===== config.mk =====
export PLATFORM = sky130hd
export DESIGN_NAME = integer_hypotenuse_sqrt
export DESIGN_NICKNAME = d
export VERILOG_FILES = /design/src/ihs_pkg.sv /design/src/ihs_root.sv /design/src/integer_hypotenuse_sqrt.sv
export SDC_FILE = /design/constraint.sdc
export NUM_CORES = 1
export LEC_CHECK = 0
export ABC_AREA = 1
export BUFFER_PORTS_ARGS = -buffer_cell sky130_fd_sc_hd__buf_2
export CAP_MARGIN = 20
export CORE_MARGIN = 1
export CORE_UTILIZATION = 40
export CTS_CLUSTER_SIZE = 40
export DETAILED_ROUTE_END_ITERATION = 10
export GPL_TIMING_DRIVEN = 0
export MAX_ROUTING_LAYER = met4
export SYNTH_ARGS = -nofsm -noshare
export SYNTH_HDL_FRONTEND = slang
export SYNTH_SLANG_ARGS = --single-unit

===== constraint.sdc =====
create_clock -name clk -period 15.1 [get_ports clk]
set_clock_uncertainty 0.15 [all_clocks]
set_input_delay 2.265 -clock clk [delete_from_list [all_inputs] [get_ports clk]]
set_output_delay 2.265 -clock clk [all_outputs]
set_load 0.01 [all_outputs]

===== src/ihs_pkg.sv =====
// Shared types and constants for the integer hypotenuse block.
// No dependencies; used by ihs_root, integer_hypotenuse_sqrt and the testbench.
package ihs_pkg;

    // Width of the result field and the value a too-wide root saturates to.
    localparam int unsigned OUT_WIDTH = 16;
    localparam logic [OUT_WIDTH-1:0] OUT_MAX = {OUT_WIDTH{1'b1}};

    // Status the root unit reports to the sequencer in the top level.
    typedef struct packed {
        logic busy;
        logic done;
    } root_stat_t;

endpackage


===== src/ihs_root.sv =====
// Iterative restoring square-root unit: one root bit per clock cycle.
// Depends on ihs_pkg for the status struct.
module ihs_root #(
    parameter int unsigned LEG_WIDTH = 16
) (
    input  logic                     clk,
    input  logic                     rst_n,
    input  logic                     start,
    input  logic [2*LEG_WIDTH-1:0]   radicand,
    output logic [LEG_WIDTH-1:0]     root,
    output ihs_pkg::root_stat_t      stat
);

    localparam int unsigned RAD_W = 2 * LEG_WIDTH;
    localparam int unsigned REM_W = LEG_WIDTH + 2;
    localparam int unsigned CNT_W = $clog2(LEG_WIDTH + 1);

    logic [RAD_W-1:0]     x_reg,   x_next;
    logic [REM_W-1:0]     rem_reg, rem_next;
    logic [LEG_WIDTH-1:0] q_reg,   q_next;
    logic [CNT_W-1:0]     cnt_reg, cnt_next;
    logic                 done_reg, done_next;

    logic [REM_W-1:0] rem_shift;
    logic [REM_W-1:0] trial;
    logic             fits;

    // Bring down the next two radicand bits and test the trial divisor 4q+1.
    assign rem_shift = {rem_reg[LEG_WIDTH-1:0], x_reg[RAD_W-1 -: 2]};
    assign trial     = {q_reg, 2'b01};
    assign fits      = (rem_shift >= trial);

    always_comb
    begin
        x_next    = x_reg;
        rem_next  = rem_reg;
        q_next    = q_reg;
        cnt_next  = cnt_reg;
        done_next = 1'b0;
        if (start)
        begin
            x_next   = radicand;
            rem_next = '0;
            q_next   = '0;
            cnt_next = CNT_W'(LEG_WIDTH);
        end
        else if (cnt_reg != '0)
        begin
            x_next    = {x_reg[RAD_W-3:0], 2'b00};
            rem_next  = fits ? (rem_shift - trial) : rem_shift;
            q_next    = {q_reg[LEG_WIDTH-2:0], fits};
            cnt_next  = cnt_reg - 1'b1;
            done_next = (cnt_reg == CNT_W'(1));
        end
    end

    always_ff @(posedge clk or negedge rst_n)
    begin
        if (!rst_n)
        begin
            cnt_reg  <= '0;
            done_reg <= 1'b0;
        end
        else
        begin
            cnt_reg  <= cnt_next;
            done_reg <= done_next;
        end
    end

    always_ff @(posedge clk)
    begin
        x_reg   <= x_next;
        rem_reg <= rem_next;
        q_reg   <= q_next;
    end

    assign root      = q_reg;
    assign stat.busy = (cnt_reg != '0);
    assign stat.done = done_reg;

endmodule


===== src/integer_hypotenuse_sqrt.sv =====
// Integer hypotenuse: floor(sqrt(side_a^2 + side_b^2)) of two signed legs.
// Depends on ihs_pkg and ihs_root.
//
// One input beat is taken, its leg magnitudes are formed exactly (the most
// negative leg counts as 2^(LEG_WIDTH-1)), and a single shared multiplier
// squares them one after the other, leg a and then leg b. The exact sum of
// squares then goes to a restoring square-root unit that produces one root
// bit per cycle. in_ready is high only while the sequencer is idle, but a
// finished result sits in an output register, so the next input beat is
// taken while the previous result still waits for out_ready. When LEG_WIDTH
// exceeds 16 the root can be wider than the result field and is then
// saturated to 65535. Input bits are taken only at LEG_WIDTH. The block
// holds no state between items and has no configuration.
module integer_hypotenuse_sqrt #(
    parameter int unsigned LEG_WIDTH = 16
) (
    input  logic                                 clk,
    input  logic                                 rst_n,
    input  logic                                 in_valid,
    output logic                                 in_ready,
    input  logic signed [LEG_WIDTH-1:0]          side_a,
    input  logic signed [LEG_WIDTH-1:0]          side_b,
    output logic                                 out_valid,
    input  logic                                 out_ready,
    output logic [ihs_pkg::OUT_WIDTH-1:0]        hypotenuse
);

    localparam int unsigned PROD_W = 2 * LEG_WIDTH;
    localparam int unsigned MAX_W  = (LEG_WIDTH > ihs_pkg::OUT_WIDTH) ?
                                     LEG_WIDTH : ihs_pkg::OUT_WIDTH;

    // Sequencer states.
    localparam logic [2:0] S_IDLE = 3'd0;
    localparam logic [2:0] S_SQA  = 3'd1;
    localparam logic [2:0] S_SQB  = 3'd2;
    localparam logic [2:0] S_ADD  = 3'd3;
    localparam logic [2:0] S_ROOT = 3'd4;
    localparam logic [2:0] S_WAIT = 3'd5;

    logic [2:0]                      state_reg, state_next;
    logic [LEG_WIDTH-1:0]            mag_a_reg, mag_a_next;
    logic [LEG_WIDTH-1:0]            mag_b_reg, mag_b_next;
    logic [PROD_W-1:0]               prod_reg,  prod_next;
    logic [PROD_W-1:0]               sum_reg,   sum_next;
    logic                            out_valid_reg, out_valid_next;
    logic [ihs_pkg::OUT_WIDTH-1:0]   hyp_reg, hyp_next;

    logic                            in_fire;
    logic                            out_free;
    logic                            load_out;
    logic [LEG_WIDTH-1:0]            a_bits, b_bits;
    logic [LEG_WIDTH-1:0]            mul_op;
    logic [PROD_W-1:0]               mul_prod;
    logic                            root_start;
    logic [PROD_W-1:0]               radicand;
    logic [LEG_WIDTH-1:0]            root;
    logic [MAX_W-1:0]                root_ext;
    logic [ihs_pkg::OUT_WIDTH-1:0]   root_sat;
    ihs_pkg::root_stat_t             root_stat;

    assign in_ready  = (state_reg == S_IDLE);
    assign in_fire   = in_valid && in_ready;
    assign out_free  = !out_valid_reg || out_ready;

    // Two's complement magnitude; the most negative leg wraps to 2^(LEG_WIDTH-1),
    // which is its true magnitude as an unsigned value.
    assign a_bits = $unsigned(side_a);
    assign b_bits = $unsigned(side_b);

    // The one multiplier squares leg a, then leg b, on consecutive cycles.
    assign mul_op   = (state_reg == S_SQB) ? mag_b_reg : mag_a_reg;
    assign mul_prod = PROD_W'(mul_op) * PROD_W'(mul_op);

    // Both squares are registered before the add, which feeds the root unit.
    assign root_start = (state_reg == S_ADD);
    assign radicand   = sum_reg + prod_reg;

    ihs_root #(
        .LEG_WIDTH (LEG_WIDTH)
    ) u_root (
        .clk      (clk),
        .rst_n    (rst_n),
        .start    (root_start),
        .radicand (radicand),
        .root     (root),
        .stat     (root_stat)
    );

    // Saturate a root that does not fit the result field.
    assign root_ext = MAX_W'(root);
    assign root_sat = (root_ext > MAX_W'(ihs_pkg::OUT_MAX)) ?
                      ihs_pkg::OUT_MAX : root_ext[ihs_pkg::OUT_WIDTH-1:0];

    always_comb
    begin
        state_next = state_reg;
        mag_a_next = mag_a_reg;
        mag_b_next = mag_b_reg;
        prod_next  = prod_reg;
        sum_next   = sum_reg;
        load_out   = 1'b0;
        case (state_reg)
            S_IDLE:
            begin
                if (in_fire)
                begin
                    mag_a_next = a_bits[LEG_WIDTH-1] ? (~a_bits + 1'b1) : a_bits;
                    mag_b_next = b_bits[LEG_WIDTH-1] ? (~b_bits + 1'b1) : b_bits;
                    state_next = S_SQA;
                end
            end
            S_SQA:
            begin
                prod_next  = mul_prod;
                state_next = S_SQB;
            end
            S_SQB:
            begin
                sum_next   = prod_reg;
                prod_next  = mul_prod;
                state_next = S_ADD;
            end
            S_ADD:
            begin
                state_next = S_ROOT;
            end
            S_ROOT:
            begin
                if (root_stat.done)
                begin
                    if (out_free)
                    begin
                        load_out   = 1'b1;
                        state_next = S_IDLE;
                    end
                    else
                    begin
                        state_next = S_WAIT;
                    end
                end
            end
            S_WAIT:
            begin
                // The root unit holds its result until the next start.
                if (out_free)
                begin
                    load_out   = 1'b1;
                    state_next = S_IDLE;
                end
            end
            default:
            begin
                state_next = S_IDLE;
            end
        endcase
    end

    always_comb
    begin
        out_valid_next = out_valid_reg;
        hyp_next       = hyp_reg;
        if (load_out)
        begin
            out_valid_next = 1'b1;
            hyp_next       = root_sat;
        end
        else if (out_ready)
        begin
            out_valid_next = 1'b0;
        end
    end

    always_ff @(posedge clk or negedge rst_n)
    begin
        if (!rst_n)
        begin
            state_reg     <= S_IDLE;
            out_valid_reg <= 1'b0;
        end
        else
        begin
            state_reg     <= state_next;
            out_valid_reg <= out_valid_next;
        end
    end

    always_ff @(posedge clk)
    begin
        mag_a_reg <= mag_a_next;
        mag_b_reg <= mag_b_next;
        prod_reg  <= prod_next;
        sum_reg   <= sum_next;
        hyp_reg   <= hyp_next;
    end

    assign out_valid  = out_valid_reg;
    assign hypotenuse = hyp_reg;

    // The root unit reports completion only while the sequencer waits on it.
    assert property (@(posedge clk) disable iff (!rst_n)
        root_stat.done |-> (state_reg == S_ROOT))
        else $error("root done outside the root state");

    // A new beat is never taken while the root unit is still iterating.
    assert property (@(posedge clk) disable iff (!rst_n)
        in_ready |-> !root_stat.busy)
        else $error("input ready while root unit busy");

    // An accepted beat always starts the squaring sequence.
    assert property (@(posedge clk) disable iff (!rst_n)
        in_fire |=> (state_reg == S_SQA))
        else $error("accepted beat did not start squaring");

endmodule


After elaboration in Yosys (flattened, before gate mapping) --
Index checks and enable logic that the tools add are counted.
Word-level totals: register bits after elaboration 186, output and inout bits 18, word-level logic and storage cells 63, bits of input ports 36
Operators by class: order comparisons 2, mux-type cells 20, multipliers 1, eq/ne operators 9, add/subtract/negate cells 5, bitwise logic cells 2, reductions and logical operators 10
Operators with widths (count):
- two-way mux 32 bit | 2
- adder 16 x 1 -> 16 bit (second input constant) | 2
- adder 32 bit | 1
- multiplier 16 x 16 -> 32 bit | 1
- two-way mux 16 bit | 2
- inverter 16 bit | 2
- two-way mux 15 bit | 2
- greater-or-equal comparator 18 bit | 1
- one-hot mux 3 bit (6 select lines) | 1
- > comparator 16 bit (second input constant) | 1
- subtractor 16 bit | 1
- two-way mux 3 bit | 4
- two-way mux 5 bit | 2
- equality test 3 x 2 -> 1 bit (second input constant) | 2
- equality test 3 bit (second input constant) | 2
- two-way mux 1 bit | 6
- equality test 5 x 1 -> 1 bit (second input constant) | 1
- nonzero test 5 bit | 1
- subtractor 5 x 1 -> 5 bit (second input constant) | 1
- != test 2 x 1 -> 1 bit (second input constant) | 2
- nonzero test 2 bit | 2
- equality test 3 x 1 -> 1 bit (second input constant) | 1
- logical NOT 3 bit | 1
- AND reduction 3 bit | 1
- 7 further kinds | 7

Depth between registers and ports, before layout --
word-level depth 6, mapped depth 31, mapped depth without buffers 29

By module --
A second synthesis with hierarchy kept.
Second synthesis, totals: cells, all modules 2388, area total of the unflattened synthesis 18589.1 sq um
Modules (own cells, without submodules):
- integer_hypotenuse_sqrt | area an instance 14513.9 sq um, sequential area each 3403.3 sq um, cells each 1826, instances 1
- ihs_root | area an instance 4075.2 sq um, sequential area each 1751.7 sq um, cells each 562, instances 1

Worst setup path after synthesis --
No wires, ideal clock.
kind register -> register, from register state_reg[0], to register prod_reg[27] (data pin), setup time 0.259 ns, data required time 14.691 ns, clock period less this slack 6.227 ns, buffers on the path 1, slack 8.873 ns, arrival 5.818 ns, stages on the path, launching flop included 26, cell sequence dfrtp_1 -> nor2_4 -> nand2_4 -> buf_8 -> o21ai_2 -> inv_2 -> nor2_1 -> inv_1 -> fa_1 -> inv_1 -> fa_1 -> inv_1 -> fa_1 -> inv_1 -> fa_1 -> fa_1 -> inv_1 -> fa_1 -> inv_1 -> ha_1 -> a21oi_1 -> a21boi_0 -> o21ai_0 -> nand2_1 -> nand3_1 -> xor2_1
Between the ends: word-level cells in the longest chain between the ends 3
RTL lines:
- start: declaration | RTL line integer_hypotenuse_sqrt.sv:40 | logic [2:0] state_reg, state_next;
- start signal: assignment | RTL line integer_hypotenuse_sqrt.sv:182 | state_reg <= state_next;
- equality test 3 x 2 -> 1 bit | RTL line integer_hypotenuse_sqrt.sv:71 | assign mul_op = (state_reg == S_SQB) ? mag_b_reg : mag_a_reg;
- two-way mux 16 bit | RTL line integer_hypotenuse_sqrt.sv:71
- multiplier 16 x 16 -> 32 bit | RTL line integer_hypotenuse_sqrt.sv:72 | assign mul_prod = PROD_W'(mul_op) * PROD_W'(mul_op);
- via mul_prod[27] | RTL line integer_hypotenuse_sqrt.sv:53 | logic [PROD_W-1:0] mul_prod;
- end signal: assignment | RTL line integer_hypotenuse_sqrt.sv:191 | prod_reg <= prod_next;
- end: declaration | RTL line integer_hypotenuse_sqrt.sv:43 | logic [PROD_W-1:0] prod_reg, prod_next;
The timed path passes the listed nets, and every way through them passes these cells. A chain may end at the register's enable or synchronous reset.

Worst setup path after layout --
Ends and elaborated chain as after synthesis.

==> results.toml <==
[logic_synthesis]
synth_compound_area_share_pct = 7.19
synthSimpleGateAreaFrac_pct = 20.3
synth_mux_area_share_pct = 0
synthDistinctLibCells = 48
yosys_warnings = 0
yosysSeqAreaShare_pct = 29.1
synth-xor-area-share_pct = 3.85
syn_avg_cell_area_um2 = 8.36
synth-adder-area-share_pct = 28.9
yosysTopAreaCellShare_pct = 24.1
synth-seq-cells = 184
synth_top_family_by_area = "adder cells"
synthTopCellsByArea = "edfxtp_1 (24%), fa_1 (18%), ha_1 (11%)"
synth_cells = 2120
synth.most_common_cell = "nand2_1"
yosys.area.top_type = "edfxtp_1"
ys.flop_type = "edfxtp_1"
syn-num-nets = 2468
syn_area_mm2 = 0.0177
netlist_top_cells_count = "nand2_1 (459), inv_1 (430), nor2_1 (186), fa_1 (163), ha_1 (149)"
synth_edf_count = 142
synthArstFlopShare_pct = 5.43

[pwr]
power_density_mw_per_mm2 = 52.9
vdd_ir_drop_max_v = 0.0000526
p_int_w = 0.000779
comb_power_share_pct = 2.0
switching_share_pct = 24.1
p_leak_nw = 9.63
p_switching_w = 0.000247
pwr-share-seq_pct = 52.6
clockPowerShare_pct = 45.4

[route]
wl_um = 41500
wl_per_cell_um = 14.9
ant_nets = 0
drtIter0Drc = 699
drc_errors = 0
vias_per_cell = 4.88
dr_total_vias = 13632
drt-pass1-iter-count = 7

[grt]
grt_max_degree = 42
first_global_vias = 13930
gr-total-overflow = 0
grtUsageTotal_pct = 20.0
grt_antenna_before_repair = 0
grt_pass1_wl_um = 68900

[cts]
clkLatencyLatePin_ns = 0.46
cts_tree = "done"
clockBufferDepth = 2
cts.sinks = 184
cts.repair.resized = 0
path_clk_slew_ns = 0.08
cts_root_buf = "clkbuf_16"
hold_buffers = 0
postCtsSetupRepairBufs = 0
cts_htree_levels = 4
numCtsBuffers = 17

[die]
placementRows = 76
io_pins = 54
coreArea_mm2 = 0.0434
start_util_pct = 40.9
fp.dieW_um = 213
fp.dieArea_mm2 = 0.0452
fp.dieH_um = 213

[worst_setup_path]
cp-end-kind = "register"
critPathArrivalTime_ns = 7.31
crit_fanout = 10
worstSetupStartpointType = "register"
critPathKind = "register to register"
crit_required_ns = 15.15

[placement]
place_area_mm2 = 0.0188
place.gp.congestion = 0.951
dp_hpwl_um = 35300
io_buffers = 52

[run]
cap_violations = 0

[timing]
setup_viol_count_final = 0
rsz0062_at_grt = "false"
tns_ns = 0
final-hold-violation-count = 0
fin_crit_sh_pct = 48.1
final.min_clock_period_ns = 7.26
slew_viol_final = 0
tightest_slew_ns = 0.956
clock.fmax_mhz = 138
slew_headroom_pct = 36.2

[finish]
largest_register_ffs = 32
area_delta_synth_final_pct = 9.50
diodes = 0
final_layout_size_suffix_gt1_share_pct = 8.38
final_area_mm2 = 0.0194
final_nets = 2542
fin_util_pct = 44.8

[hold_path]
hold_path_class = "register to register"

[outcome]
status = "complete, no violations"
critical path: stages, from the launching register on:
cell	delay [ns]
dfrtp_1	0.45
nor2_4	0.16
nand2_4	0.12
buf_8	0.18
o21ai_2	0.42
inv_2	0.25
nor2_1	0.31
inv_1	0.11
fa_1	0.55
inv_1	0.06
fa_1	0.49
inv_1	0.05
fa_1	0.47
inv_1	0.05
fa_1	0.50
fa_1	0.55
inv_1	0.05
fa_1	0.52
inv_1	0.04
ha_1	0.36
a21oi_1	0.18
a21boi_0	0.39
o21ai_0	0.19
nand2_1	0.09
nand3_1	0.11
xor2_1	0.17
layout make-up:
cell class                      instances  area (µm²)
Inverter                              451        1700
Fill cell                            4278       24000
Multi-Input combinational cell       1454       10700
Clock buffer                           17         425
Tap cell                              585         732
Buffer                                 31         189
Timing Repair Buffer                   55         310
Clock inverter                         15         206
Sequential cell                       184        5150
power by group through the flow:
stage                     registers, W  clock network, W   logic, W
after floorplan               0.000552                 0  0.0000113
after global placement        0.000552                 0  0.0000194
after detailed placement      0.000552                 0  0.0000205
after CTS                     0.000540          0.000477  0.0000206
after global routing          0.000540          0.000495  0.0000228
final                         0.000540          0.000466  0.0000203
per-layer routing:
layer  track usage (%)  routed length (µm)  part of all wire, %  up-vias
met5                 -                   0                    0        -
met4              5.46                 757                  1.8        0
met3              2.25                1190                  2.9       48
met2              34.5               20600                   50      232
met1              24.8               19000                   46     6511
li1                  -                   -                    -     6841
cells in the final DEF, fill, tap and decap left out, types with 8 or more instances in the layout:
cell type  synthesis  routed
nor2_1           186     184
dfxtp_1           32      32
nand3b_1          10      10
clkbuf_1           8       8
fa_1             163     163
nor3_1            15      15
nor2_2            19      20
ha_1             149     149
dfrtp_1           10      10
xor2_1            50      50
nand3_1          104     104
o21ai_0           66      66
o22ai_1           16      16
nand2_1          459     459
buf_2             18      70
o21ai_2            9       9
edfxtp_1         142     142
inv_1            430     430
clkbuf_16          0      17
a21oi_1           90      90
inv_2             16      16
nand4_1           30      30
xnor2_1           28      28
through the flow:
| stage | total power, W | setup WS, ns | hold WS (ns) | cells |
|---|---|---|---|---|
| global placement | 0.000571 | 7.93 | 0.267 | 2757 |
| global route | 0.00106 | 7.44 | 0.295 | 2792 |
| CTS | 0.00104 | 7.81 | 0.284 | 2791 |
| floorplan | 0.000563 | 8.87 | 0.258 | 2120 |
| finish | 0.00103 | 7.84 | 0.284 | 2792 |
| detailed placement | 0.000572 | 7.83 | 0.264 | 2759 |
cells by family (layout without fill, tap and decap cells):
| group | count (synthesis) | in the layout |
|---|---|---|
| flops | 184 | 184 |
| fa+ha+maj | 312 | 312 |
| buf+inv | 482 | 569 |
| compound gates | 218 | 218 |
| xor+xnor | 78 | 78 |
| simple gates | 846 | 846 |
worst paths after layout:
check,slack [ns],depth (start not counted),to,from
worst min-delay path,0.28,0,hypotenuse[1],u_root.root[1]
worst max register to register,7.84,25,prod_reg[27],state_reg[0]
max in group asynchronous,13.11,1,u_root.cnt_reg[2],rst_n
min in group asynchronous,1.50,1,out_valid,rst_n
worst min register to register,0.28,0,hypotenuse[1],u_root.root[1]
worst max-delay path,7.84,25,prod_reg[27],state_reg[0]
(Power assumes the default switching activity.)
